$ cat src/design/btl_pkg.sv
// Shared types, constants and helpers for the bitmap text layout block.
// Depends on nothing; every other file in the design imports it.
package btl_pkg;

    // Field widths of the input and result items.
    localparam int OPCODE_W  = 2;
    localparam int CODE_W    = 21;
    localparam int ADV_W     = 11;
    localparam int COLOR_W   = 32;
    localparam int POS_OUT_W = 16;
    localparam int EXT_W     = 15;
    localparam int LH_W      = 10;

    // Configuration port.
    localparam int CFG_INDEX_W = 8;
    localparam int CFG_DATA_W  = 32;
    localparam logic [CFG_INDEX_W-1:0] REG_LINE_HEIGHT   = 8'd0;
    localparam logic [CFG_INDEX_W-1:0] REG_INITIAL_COLOR = 8'd1;
    localparam logic [LH_W-1:0]    LINE_HEIGHT_RST   = 10'd16;
    localparam logic [COLOR_W-1:0] INITIAL_COLOR_RST = 32'hFFFF_FFFF;

    // Parameter defaults.
    localparam int TABLE_ENTRIES_DEF = 1024;
    localparam int POS_WIDTH_DEF     = 16;

    // Depth of the queue between front and back; must be a power of two.
    localparam int QUEUE_DEPTH = 4;

    // Character codes with a special meaning.
    localparam logic [CODE_W-1:0] CODE_CARET      = 21'h5E;
    localparam logic [CODE_W-1:0] CODE_NEWLINE    = 21'h0A;
    localparam logic [CODE_W-1:0] FIRST_PRINTABLE = 21'd32;
    localparam logic [CODE_W-1:0] CODE_DIGIT_0    = 21'h30;
    localparam logic [CODE_W-1:0] CODE_DIGIT_8    = 21'h38;
    localparam logic [CODE_W-1:0] CODE_ESC_WHITE  = 21'h46;

    localparam logic [EXT_W-1:0]   EXT_MAX     = 15'h7FFF;
    localparam logic [COLOR_W-1:0] COLOR_WHITE = 32'hFFFF_FFFF;

    // Input operations.
    typedef enum logic [OPCODE_W-1:0] {
        OP_LOAD  = 2'd0,
        OP_CHAR  = 2'd1,
        OP_END   = 2'd2,
        OP_CLEAR = 2'd3
    } btl_op_t;

    // Result kinds.
    localparam logic KIND_GLYPH  = 1'b0;
    localparam logic KIND_EXTENT = 1'b1;

    // One classified item as it travels through the queue.
    typedef struct packed {
        btl_op_t                   op;
        logic [CODE_W-1:0]         code;
        logic signed [ADV_W-1:0]   adv;
        logic                      in_table;
        logic                      printable;
        logic                      caret;
        logic                      newline;
        logic                      esc_hit;
        logic [COLOR_W-1:0]        esc_color;
    } btl_entry_t;

    // Queue status seen by the back end.
    typedef struct packed {
        logic full;
        logic valid;
    } btl_qstat_t;

    // Flow control seen by the front end.
    typedef struct packed {
        logic queue_full;
        logic init_busy;
    } btl_front_ctl_t;

    // Configuration registers handed to the back end.
    typedef struct packed {
        logic [LH_W-1:0]    line_height;
        logic [COLOR_W-1:0] initial_color;
    } btl_cfg_t;

    // Palette for the escape digits '0' to '8' (RGBA, opaque alpha).
    function automatic logic [COLOR_W-1:0] palette_color(input logic [3:0] digit);
        logic [COLOR_W-1:0] c;
        case (digit)
            4'd0:    c = 32'h0000_00FF;
            4'd1:    c = 32'hFF00_00FF;
            4'd2:    c = 32'h00FF_00FF;
            4'd3:    c = 32'hFFFF_00FF;
            4'd4:    c = 32'h0000_FFFF;
            4'd5:    c = 32'h8000_80FF;
            4'd6:    c = 32'h00FF_FFFF;
            4'd7:    c = 32'h8080_80FF;
            4'd8:    c = 32'hD3D3_D3FF;
            default: c = COLOR_WHITE;
        endcase
        return c;
    endfunction

endpackage

$ cat src/design/btl_queue.sv
// Short queue of classified items between the front and back ends.
// Depends on btl_pkg for the entry type and the depth.
module btl_queue (
    input  logic                    aclk,
    input  logic                    aresetn,
    input  logic                    push,
    input  btl_pkg::btl_entry_t     push_entry,
    input  logic                    pop,
    output btl_pkg::btl_entry_t     pop_entry,
    output btl_pkg::btl_qstat_t     q_stat
);
    import btl_pkg::*;

    localparam int PTR_W = $clog2(QUEUE_DEPTH);

    btl_entry_t        slot_mem [QUEUE_DEPTH];
    logic [PTR_W-1:0]  wr_ptr_reg, wr_ptr_next;
    logic [PTR_W-1:0]  rd_ptr_reg, rd_ptr_next;
    logic [PTR_W:0]    count_reg, count_next;

    // Pointers wrap naturally because the depth is a power of two.
    always_comb begin
        wr_ptr_next = push ? wr_ptr_reg + PTR_W'(1) : wr_ptr_reg;
        rd_ptr_next = pop ? rd_ptr_reg + PTR_W'(1) : rd_ptr_reg;
        count_next  = count_reg;
        if (push && !pop) begin
            count_next = count_reg + (PTR_W+1)'(1);
        end else if (pop && !push) begin
            count_next = count_reg - (PTR_W+1)'(1);
        end
    end

    always_ff @(posedge aclk) begin
        if (!aresetn) begin
            wr_ptr_reg <= '0;
            rd_ptr_reg <= '0;
            count_reg  <= '0;
        end else begin
            wr_ptr_reg <= wr_ptr_next;
            rd_ptr_reg <= rd_ptr_next;
            count_reg  <= count_next;
        end
    end

    // Payload slots need no reset.
    always_ff @(posedge aclk) begin
        if (push) begin
            slot_mem[wr_ptr_reg] <= push_entry;
        end
    end

    assign pop_entry    = slot_mem[rd_ptr_reg];
    assign q_stat.full  = count_reg == (PTR_W+1)'(QUEUE_DEPTH);
    assign q_stat.valid = count_reg != '0;

`ifndef SYNTH
    a_no_overflow: assert property (@(posedge aclk) disable iff (!aresetn)
        q_stat.full |-> !push)
        else $error("queue written while full");
    a_no_underflow: assert property (@(posedge aclk) disable iff (!aresetn)
        pop |-> count_reg != '0)
        else $error("queue read while empty");
    a_count_bound: assert property (@(posedge aclk) disable iff (!aresetn)
        count_reg <= (PTR_W+1)'(QUEUE_DEPTH))
        else $error("queue count beyond depth");
`endif

endmodule

$ cat config.mk
export PLATFORM = sky130hd
export DESIGN_NAME = btl_queue
export DESIGN_NICKNAME = d
export VERILOG_FILES = /design/src/design/btl_pkg.sv /design/src/design/btl_queue.sv
export SDC_FILE = /design/constraint.sdc
export NUM_CORES = 1
export LEC_CHECK = 0
export BUFFER_PORTS_ARGS = -buffer_cell sky130_fd_sc_hd__buf_2
export CORE_MARGIN = 2
export CORE_UTILIZATION = 45
export CTS_CLUSTER_SIZE = 12
export DETAILED_ROUTE_END_ITERATION = 8
export PLACE_DENSITY = 0.7
export SYNTH_ARGS = -nofsm -noshare
export SYNTH_HDL_FRONTEND = slang
export SYNTH_SLANG_ARGS = --single-unit
$ cat constraint.sdc
create_clock -name aclk -period 8.75 [get_ports aclk]
set_clock_uncertainty 0.2 [all_clocks]
set_input_delay 0.4375 -clock aclk [delete_from_list [all_inputs] [get_ports aclk]]
set_output_delay 0.4375 -clock aclk [all_outputs]
set_load 0.005 [all_outputs]
# --- Word-level counts from Yosys, hierarchy flattened ---
# Memories as Yosys holds them, arrays and structs flattened. A register that Yosys moved wholly into a read port is not among the register bits.
# Cells that the tools add are included.
classes:
  n_addsub: 4
  eq_ne: 1
  n_mux: 6
  n_reduce_logical: 6
op_table:
  columns: ["cell", "count"]
  rows:
  - ["$mux W3", 2]
  - ["$add A2 B1 Y2 const B", 2]
  - ["$mux W2", 2]
  - ["$add A3 B1 Y3 const B", 1]
  - ["$eq A3 B3 Y1 const B", 1]
  - ["$reduce_bool A3 Y1", 1]
  - ["$sub A3 B1 Y3 const B", 1]
  - ["$logic_and A1 B1 Y1", 2]
  - ["$logic_not A1 Y1", 2]
  - ["$mux W1", 2]
  - ["$reduce_bool A2 Y1", 1]
totals:
  register_bits: 7
  mem_bits_rw: 284
  word_cells: 21
  n_memories: 1
mem_list:
  columns: ["name", "depth", "width", "read_ports", "rd_ports_with_merged_regs", "write_ports", "line", "rtl"]
  rows:
  - ["slot_mem", 4, 71, 1, 1, 1, "btl_queue.sv:16", "btl_entry_t slot_mem [QUEUE_DEPTH];"]

# --- Depth between registers and ports, before layout ---
logic_depth:
  depth_word: 4
  depth_mapped: 7

# --- Worst setup path before layout ---
# Ideal clock, no wire load.
synth_path:
  kind: "register to register"
  startpoint: "register wr_ptr_reg[0]"
  endpoint: "memory slot_mem[0][0] (netlist name), enable pin"
  setup_time_ns: 0.437
  t_arrival_ns: 2.203
  slack_ns: 5.911
  path_stages_with_launch: 4
  n_path_buf: 0
  path_cell_list: "dfxtp_1 inv_1 ha_1 and2_1"
synth_lines:
  columns: ["element", "line", "rtl"]
  rows:
  - ["start, declared", "btl_queue.sv:17", "logic [PTR_W-1:0] wr_ptr_reg, wr_ptr_next;"]
  - ["start signal, assigned", "btl_queue.sv:39", "wr_ptr_reg <= wr_ptr_next;"]
  - ["end, declared", "btl_queue.sv:16", null]
# Straight into the memory's write port.

==> metrics.cfg <==
[critical_path]
arrival_ns=2.89
crit_fanout=48
start_kind=flop
crit_type=flop to primary output
required_ns=8.11
end_kind=primary output

[cells_and_area]
layout-drive-gt1-share_pct=38.30
area.growth.synth_to_final_pct=23.72
finalNetCount=731
final_area_mm2=0.01332
antenna_cells=0
largest_reg_flops=284

[logic_synthesis]
synth_flop_cell=edfxtp_1
synth_nets=495
async_flop_share_pct=0
yosys.area.top_type=edfxtp_1
synth_top_cell_area_share_pct=79.20
yosys-top-cells-area=edfxtp_1 79%, mux4_2 15%, dfxtp_1 1.7%, buf_12 1.3%, ha_1 0.58%
syn_inst=414
synth_common_cells=284 x edfxtp_1, 70 x mux4_2, 9 x and2_1, 9 x dfxtp_1
synth-seq-area-share_pct=80.87
ys_types=21
syn_area_per_cell_um2=26.01
syn_area_mm2=0.01077
yosysMostFrequentCell=edfxtp_1
synth_edf_count=284
ys_seq_elements=293
ys.warnings.count=0

[die]
rows=56
dieArea_mm2=0.02518
die_h_um=158.7
initial_core_util_pct=45.87
ios=148
die_w_um=158.7
core_region_area_mm2=0.02347

[pwr]
ir_drop_uv=165.0
power.density_mw_per_mm2=227.9
p_leak_uw=0.004510

[global_route]
grt_first_pass_wirelength_um=28720
grt_max_degree=72
grt_pass1_vias=5425
grt_overflow=0
antenna_found_initial=1
grt.total_usage_pct=14.96

[sta]
tightestPinTransition_ns=1.140
tns_ns=0
hold_viol=0
max_slew_margin_pct=24.01
holdWs_ns=0.09548
setup-violations-final=0
fmax_mhz=283.5
rsz0062_at_grt=false
finalCritPeriodShare_pct=40.31
slew_violations=0
period_minus_slack_ns=3.527

[placed_design]
dpl.hpwl_um=10220
dpl-instance-area_mm2=0.01174
gp_congestion=0.6863
port_buffers=147

[run]
drv_cap=0

[clock_tree]
cts_sinks=293
cts_tree=yes
htree_num_levels=1
clk_pin_slew_ns=0.06
cts_root_buf=clkbuf_16
numCtsBuffers=30
cts_resized=0
worstSkewPairLatency_ns=0.53
clock_path_buffers=3

[worst_hold_path]
hold_class=input port to flop

[run_status]
outcome=completed

[route]
drt_iter0_drc=276
detail-route-antenna-nets=0
vias=5068
post-route-drc-count=0
dr.pass1.iters=4
totalWireLength_um=18740
vias_per_cell=5.119
avgRoutedWirePerCell_um=18.92

## what timing repair did
action	4_1_cts	5_1_grt
setup buffers	0	0
hold buffers	72	0
endpoints found under the hold margin	285	0
setup endpoints to repair	0	0
## cell usage in the layout, fill, tap and decap left out, types with 3 or more instances in the layout
cell type	netlist	routed
edfxtp_1	284	284
buf_2	7	147
dlygate4sd3_1	0	72
mux4_2	70	70
clkbuf_16	0	31
clkbuf_1	0	14
dfxtp_1	9	7
clkinv_1	0	6
and2_1	9	5
ha_1	5	5
inv_1	4	4
and2_4	0	4
xor2_1	3	3
## area by class of cell
type,count,area (um^2)
sequential,293,8716
multi-input combinational,101,1864
tap,319,399.1
inverter,4,15.01
fill,1740,10150
clock buffer,45,828.3
timing repair buffer,220,1464
clock inverter,8,35.03
## per-stage QoR
stage          cells  total power [uW]  setup WS (ns)  util, %
2_1_floorplan    414              1824          5.911        -
3_3_place_gp     865              1920          5.662    50.01
3_5_place_dp     865              1932          5.643    50.01
4_1_cts          990              3075          5.072    56.75
5_1_grt          990              3155          4.944    56.75
6_report         990              3036          5.223    56.75
## report_power, final
| group | internal [uW] | switching [uW] | leakage (uW) |
|---|---|---|---|
| logic | 151 | 122 | 0.00141 |
| clock network | 646 | 470 | 0.000412 |
| registers | 1610 | 34.0 | 0.00268 |
## path summary, 6_finish.rpt
kind,from,endpoint,slack [ns],cells after the start
worst min register to register,count_reg[2],count_reg[2],0.34,2
worst max register to register,wr_ptr_reg[0],slot_mem[2][0],6.62,3
worst min-delay path,pop,flop,0.1,3
worst max-delay path,flop,pop_entry[66],5.22,3
## routing by layer
| layer | vias up | wire length, um | track usage [%] |
|---|---|---|---|
| li1 | 2240 | - | - |
| met4 | 2 | 320 | 3.861 |
| met1 | 2646 | 7659 | 19.07 |
| met3 | 34 | 1140 | 3.293 |
| met2 | 146 | 9601 | 26.14 |
| met5 | - | 13 | 0 |
## kinds of logic (layout without fill, tap and decap cells)
logic type / after synthesis / in the layout / synth area share, %
mux: 73 / 73 / 15.07
compound gates: 2 / 2 / 0.1162
flops: 293 / 293 / 80.87
xor+xnor: 5 / 5 / 0.4068
simple gates: 15 / 15 / 0.8598
buf+inv: 20 / 277 / 1.905
fa+ha+maj: 6 / 6 / 0.7669
## worst max-delay path: stages (launching register included)
cell	delay (ns)
dfxtp_4	0.66
buf_4	0.86
mux4_1	0.66
buf_2	0.14
(Power assumes the default switching activity.)
