<file path="config.mk">
export PLATFORM = sky130hd
export DESIGN_NAME = btl_front
export DESIGN_NICKNAME = d
export VERILOG_FILES = /design/src/design/btl_pkg.sv /design/src/design/btl_front.sv
export SDC_FILE = /design/constraint.sdc
export NUM_CORES = 1
export LEC_CHECK = 0
export ABC_CLOCK_PERIOD_IN_PS = 5200
export BUFFER_PORTS_ARGS = -buffer_cell sky130_fd_sc_hd__buf_2
export CAP_MARGIN = 20
export CORE_MARGIN = 4
export CORE_UTILIZATION = 33
export DETAILED_ROUTE_END_ITERATION = 8
export GPL_TIMING_DRIVEN = 0
export PLACE_DENSITY = 0.95
export REMOVE_ABC_BUFFERS = 1
export SYNTH_ARGS = -nofsm -noshare
export SYNTH_HDL_FRONTEND = slang
export SYNTH_SLANG_ARGS = --single-unit
</file>
<file path="constraint.sdc">
create_clock -name vclk -period 5.2
set_clock_uncertainty 0.2 [all_clocks]
set_input_delay 0.78 -clock vclk [all_inputs]
set_output_delay 0.78 -clock vclk [all_outputs]
set_load 0.02 [all_outputs]
</file>
<file path="src/design/btl_pkg.sv">
// Shared types, constants and helpers for the bitmap text layout block.
// Depends on nothing; every other file in the design imports it.
package btl_pkg;

    // Field widths of the input and result items.
    localparam int OPCODE_W  = 2;
    localparam int CODE_W    = 21;
    localparam int ADV_W     = 11;
    localparam int COLOR_W   = 32;
    localparam int POS_OUT_W = 16;
    localparam int EXT_W     = 15;
    localparam int LH_W      = 10;

    // Configuration port.
    localparam int CFG_INDEX_W = 8;
    localparam int CFG_DATA_W  = 32;
    localparam logic [CFG_INDEX_W-1:0] REG_LINE_HEIGHT   = 8'd0;
    localparam logic [CFG_INDEX_W-1:0] REG_INITIAL_COLOR = 8'd1;
    localparam logic [LH_W-1:0]    LINE_HEIGHT_RST   = 10'd16;
    localparam logic [COLOR_W-1:0] INITIAL_COLOR_RST = 32'hFFFF_FFFF;

    // Parameter defaults.
    localparam int TABLE_ENTRIES_DEF = 1024;
    localparam int POS_WIDTH_DEF     = 16;

    // Depth of the queue between front and back; must be a power of two.
    localparam int QUEUE_DEPTH = 4;

    // Character codes with a special meaning.
    localparam logic [CODE_W-1:0] CODE_CARET      = 21'h5E;
    localparam logic [CODE_W-1:0] CODE_NEWLINE    = 21'h0A;
    localparam logic [CODE_W-1:0] FIRST_PRINTABLE = 21'd32;
    localparam logic [CODE_W-1:0] CODE_DIGIT_0    = 21'h30;
    localparam logic [CODE_W-1:0] CODE_DIGIT_8    = 21'h38;
    localparam logic [CODE_W-1:0] CODE_ESC_WHITE  = 21'h46;

    localparam logic [EXT_W-1:0]   EXT_MAX     = 15'h7FFF;
    localparam logic [COLOR_W-1:0] COLOR_WHITE = 32'hFFFF_FFFF;

    // Input operations.
    typedef enum logic [OPCODE_W-1:0] {
        OP_LOAD  = 2'd0,
        OP_CHAR  = 2'd1,
        OP_END   = 2'd2,
        OP_CLEAR = 2'd3
    } btl_op_t;

    // Result kinds.
    localparam logic KIND_GLYPH  = 1'b0;
    localparam logic KIND_EXTENT = 1'b1;

    // One classified item as it travels through the queue.
    typedef struct packed {
        btl_op_t                   op;
        logic [CODE_W-1:0]         code;
        logic signed [ADV_W-1:0]   adv;
        logic                      in_table;
        logic                      printable;
        logic                      caret;
        logic                      newline;
        logic                      esc_hit;
        logic [COLOR_W-1:0]        esc_color;
    } btl_entry_t;

    // Queue status seen by the back end.
    typedef struct packed {
        logic full;
        logic valid;
    } btl_qstat_t;

    // Flow control seen by the front end.
    typedef struct packed {
        logic queue_full;
        logic init_busy;
    } btl_front_ctl_t;

    // Configuration registers handed to the back end.
    typedef struct packed {
        logic [LH_W-1:0]    line_height;
        logic [COLOR_W-1:0] initial_color;
    } btl_cfg_t;

    // Palette for the escape digits '0' to '8' (RGBA, opaque alpha).
    function automatic logic [COLOR_W-1:0] palette_color(input logic [3:0] digit);
        logic [COLOR_W-1:0] c;
        case (digit)
            4'd0:    c = 32'h0000_00FF;
            4'd1:    c = 32'hFF00_00FF;
            4'd2:    c = 32'h00FF_00FF;
            4'd3:    c = 32'hFFFF_00FF;
            4'd4:    c = 32'h0000_FFFF;
            4'd5:    c = 32'h8000_80FF;
            4'd6:    c = 32'h00FF_FFFF;
            4'd7:    c = 32'h8080_80FF;
            4'd8:    c = 32'hD3D3_D3FF;
            default: c = COLOR_WHITE;
        endcase
        return c;
    endfunction

endpackage

</file>
<file path="src/design/btl_front.sv">
// Front end of the text layout block: accepts input transfers and
// classifies each item before it enters the queue. Depends on btl_pkg.
module btl_front #(
    parameter int TABLE_ENTRIES = btl_pkg::TABLE_ENTRIES_DEF
) (
    input  logic                                   s_valid,
    output logic                                   s_ready,
    input  logic [btl_pkg::OPCODE_W-1:0]           s_opcode,
    input  logic [btl_pkg::CODE_W-1:0]             s_code,
    input  logic signed [btl_pkg::ADV_W-1:0]       s_glyph_advance,
    input  btl_pkg::btl_front_ctl_t                ctl,
    output logic                                   push,
    output btl_pkg::btl_entry_t                    push_entry
);
    import btl_pkg::*;

    logic digit_esc;
    logic white_esc;

    // Take a transfer whenever the queue has room and the table is usable.
    assign s_ready = !ctl.queue_full && !ctl.init_busy;
    assign push    = s_valid && s_ready;

    // Work out everything that depends on the code alone.
    assign digit_esc = (s_code >= CODE_DIGIT_0) && (s_code <= CODE_DIGIT_8);
    assign white_esc = (s_code == CODE_ESC_WHITE);

    always_comb begin
        push_entry.op        = btl_op_t'(s_opcode);
        push_entry.code      = s_code;
        push_entry.adv       = s_glyph_advance;
        push_entry.in_table  = int'(s_code) < TABLE_ENTRIES;
        push_entry.printable = s_code >= FIRST_PRINTABLE;
        push_entry.caret     = s_code == CODE_CARET;
        push_entry.newline   = s_code == CODE_NEWLINE;
        push_entry.esc_hit   = digit_esc || white_esc;
        push_entry.esc_color = digit_esc ? palette_color(s_code[3:0]) : COLOR_WHITE;
    end

endmodule

</file>
---- Yosys cells after proc, flatten, opt, wreduce, memory -nomap -nowiden ----
Memories as Yosys holds them, arrays and structs flattened.
Index checks and enable logic that the tools add are counted.
storage, ports and cells
  register bits ........................... 0
  bits in read-only memories .............. 384
  input bits .............................. 37
  output and inout bits ................... 73
  word-level logic and storage cells ...... 15
  memories kept ........................... 1
memories
  memory            depth  width  read ports  clocked after memory_dff  wr ports  RTL line       text
  (name not given)  16     24     1           0                         0         btl_pkg.sv:86  case (digit)
cells by class
  magnitude comparators ................... 4
  eq/ne operators ......................... 3
  multiplexer cells ....................... 1
  reduce and logical (&&, ||, !) cells .... 6
operators with widths
  kind                                                                 number
  == test 21 x 7 -> 1 bit (second input constant)                      2
  greater-or-equal comparator 21 x 6 -> 1 bit (second input constant)  2
  two-way mux 32 bit                                                   1
  == test 21 x 4 -> 1 bit (second input constant)                      1
  <= comparator 21 x 6 -> 1 bit (second input constant)                1
  less-than comparator 21 x 11 -> 1 bit (second input constant)        1
  logical AND 1 bit                                                    3
  zero test 1 bit                                                      2
  logical OR 1 bit                                                     1

---- Longest topological paths before layout ----
  word-level depth ........................ 3
  depth in mapped cells ................... 5
  depth with buffers taken out ............ 3

---- Worst setup path after synthesis ----
No wires, ideal clock.
  path type ............................... input -> output
  start point ............................. input port s_code[18] (netlist bit)
  end point ............................... output port push_entry[12] (netlist bit)
  data arrival time ....................... 2.399 ns
  data required time ...................... 4.220 ns
  path slack .............................. 1.821 ns
  cell stages on the path ................. 5
  path buffers ............................ 2
  cells stage by stage .................... or4_4 -> nor4_4 -> buf_6 -> o2111ai_1 -> buf_4
RTL lines
  element          RTL line         text
  start, declared  btl_front.sv:9   input logic [btl_pkg::CODE_W-1:0] s_code,
  end, declared    btl_front.sv:13  output btl_pkg::btl_entry_t push_entry

==> impl_metrics.env <==
export IMPL_ant_nets=0
export IMPL_dr_wl_met3_um=409
export IMPL_layout_cells_non_filler=151
export IMPL_drc=0
export IMPL_grt_pass1_vias=592
export IMPL_worst_pin_slew_ns=0.604
export IMPL_start_util=0.359
export IMPL_grt_usage=0.110
export IMPL_synth_cells=103
export IMPL_total_power_uw=48.6
export IMPL_vias=700
export IMPL_place_congestion=0.670
export IMPL_post_route_worst_setup_slack_ns=1.65
export IMPL_diodes=0
export IMPL_avgSynthCellArea_sq_um=7.05
export IMPL_placementRows=16
export IMPL_critPathArrivalTime_ns=2.57
export IMPL_crit_type="in -> out"
export IMPL_syn_area_sq_um=726
export IMPL_hold_viol=0
export IMPL_critPathRequiredTime_ns=4.22
export IMPL_synthToLayoutAreaGrowth_pct=-1.90
export IMPL_fin_crit_ns=3.55
export IMPL_post_cts_buffers=0
export IMPL_max_stage_delay_ns=0.61
export IMPL_chipWidth_um=54.9
export IMPL_antenna_found_initial=0
export IMPL_met1_length_um=657
export IMPL_cp_slowest_cell="nor4_4"
export IMPL_pwr_density_cell_nw_per_um2=68.3
export IMPL_finalSetupTns_ns=0
export IMPL_crit_buf_inv=2
export IMPL_dpl_hpwl_mm=1.67
export IMPL_clkbuf_count=0
export IMPL_first_pass_iters=2
export IMPL_ys_types=27
export IMPL_finalCritPeriodShare=0.682
export IMPL_design_die_area_sq_um=3010
export IMPL_nFillCells=247
export IMPL_drt_iter0_markers=2
export IMPL_ir_drop_mv=0.0345
export IMPL_hold_path_class="in -> out"
export IMPL_regArea_sq_um=0
export IMPL_final_setup_viol_count=0
export IMPL_wl_per_cell_um=12.9
export IMPL_core_area_sq_um=2020
export IMPL_route_met2_wl_um=882
export IMPL_die_height_um=54.9
export IMPL_drv_slew=0
export IMPL_ctsHoldBuffers=0
export IMPL_critPathMaxFanout=12
export IMPL_cp_end_kind="output port"
export IMPL_port_buffers=76
export IMPL_place_inst=151
export IMPL_max_cap_violations=0
export IMPL_ioPinCount=110
export IMPL_drive_gt1_frac=0.629
export IMPL_status="completed"
export IMPL_fmax_mhz=282
export IMPL_maxSlewHeadroom=0.594
export IMPL_wl_mm=1.95
export IMPL_place_ws_ns=1.64
export IMPL_routed_top_layer="met3"
export IMPL_leakagePower_uw=0.000367
export IMPL_start_kind="input pin"
export IMPL_synth_warning_count=0
export IMPL_cts_resized=0
export IMPL_crit_top_cell="buf_2"
export IMPL_seq_cell_count=0
export IMPL_cp_top_family="simple AND/OR/NAND/NOR gates"
export IMPL_multi_input_area_sq_um=287
export IMPL_worstPathCellList="buf_2, or4_4, nor4_4, o2111ai_1, buf_2"
export IMPL_grt_start_max_net_pins=13
export IMPL_layout_nets=163
export IMPL_grt_overflow=0
export IMPL_via_per_inst=4.64
export IMPL_rsz0062_at_grt="false"
export IMPL_yosysSeqAreaShare=0
export IMPL_grt_first_pass_wirelength_mm=2.56
==> worst paths after layout <==
kind / slack, ns / cells past startpoint / to / start
max: 1.65 / 5 / push_entry[8] / s_code[18]
min: 1.36 / 0 / push_entry[47] / s_glyph_advance[10]
==> cells in the mapped netlist <==
library cell | count | area (sq um)
buf_6 | 1 | 11.3
o31ai_1 | 1 | 7.51
nor2_1 | 4 | 15.0
o21ai_0 | 2 | 10.0
or2b_1 | 1 | 7.51
conb_1 | 1 | 3.75
nand2_1 | 1 | 3.75
a21oi_1 | 1 | 5.00
and4_1 | 1 | 8.76
or4_1 | 2 | 15.0
o22ai_1 | 1 | 6.26
buf_4 | 57 | 428
o2111ai_1 | 4 | 35.0
nor3_1 | 2 | 10.0
nand4b_1 | 1 | 8.76
or4_4 | 1 | 11.3
and3_1 | 1 | 6.26
or3_1 | 3 | 18.8
inv_1 | 3 | 11.3
a32o_1 | 1 | 10.0
nand4_1 | 2 | 12.5
o21a_1 | 1 | 7.51
nor4b_1 | 1 | 8.76
and2_1 | 2 | 12.5
nor4_4 | 1 | 21.3
clkbuf_1 | 4 | 15.0
nand3_1 | 3 | 15.0
==> cell usage in the layout (no fill, tap or decap), drive strengths merged, types with 2 or more instances in the layout <==
cell and instances:
and2 2, buf 76, conb 8, inv 3, nand3 3, nand4 2
nor2 4, nor3 2, o2111ai 4, o21ai 2, or3 3, or4 3
==> metal layers <==
metal	vias to the layer above	track usage
met4	0	0
met1	297	0.123
met3	0	0.0643
met5	-	0
met2	75	0.191
li1	328	-
==> power breakdown <==
group | leakage (uW) | switching (uW) | total [uW] | internal [uW]
clock | 0 | 0 | 0 | 0
combinational | 0.000367 | 32.6 | 48.6 | 16.0
sequential | 0 | 0 | 0 | 0
==> metrics by stage <==
| step | cell area [sq um] | util | hold slack (ns) |
|---|---|---|---|
| after global placement | 712 | 0.352 | 1.36 |
| after floorplan | 298 | - | 1.36 |
| final | 712 | 0.352 | 1.36 |
| after CTS | 712 | 0.352 | 1.36 |
| after global routing | 712 | 0.352 | 1.36 |
| after detailed placement | 712 | 0.352 | 1.36 |
==> kinds of logic after synthesis <==
| group | after synthesis | synth area share |
|---|---|---|
| simple gates | 26 | 0.241 |
| buf+inv | 65 | 0.641 |
| other cells | 1 | 0.00517 |
| compound gates | 11 | 0.112 |
==> area by class of cell <==
| cell class | instances | area share |
|---|---|---|
| inverters | 3 | 0.0158 |
| well taps | 27 | 0.0475 |
| repair buffers | 76 | 0.534 |
| multi-input cells | 45 | 0.402 |
No activity file was read; power rests on OpenSTA's default activity.
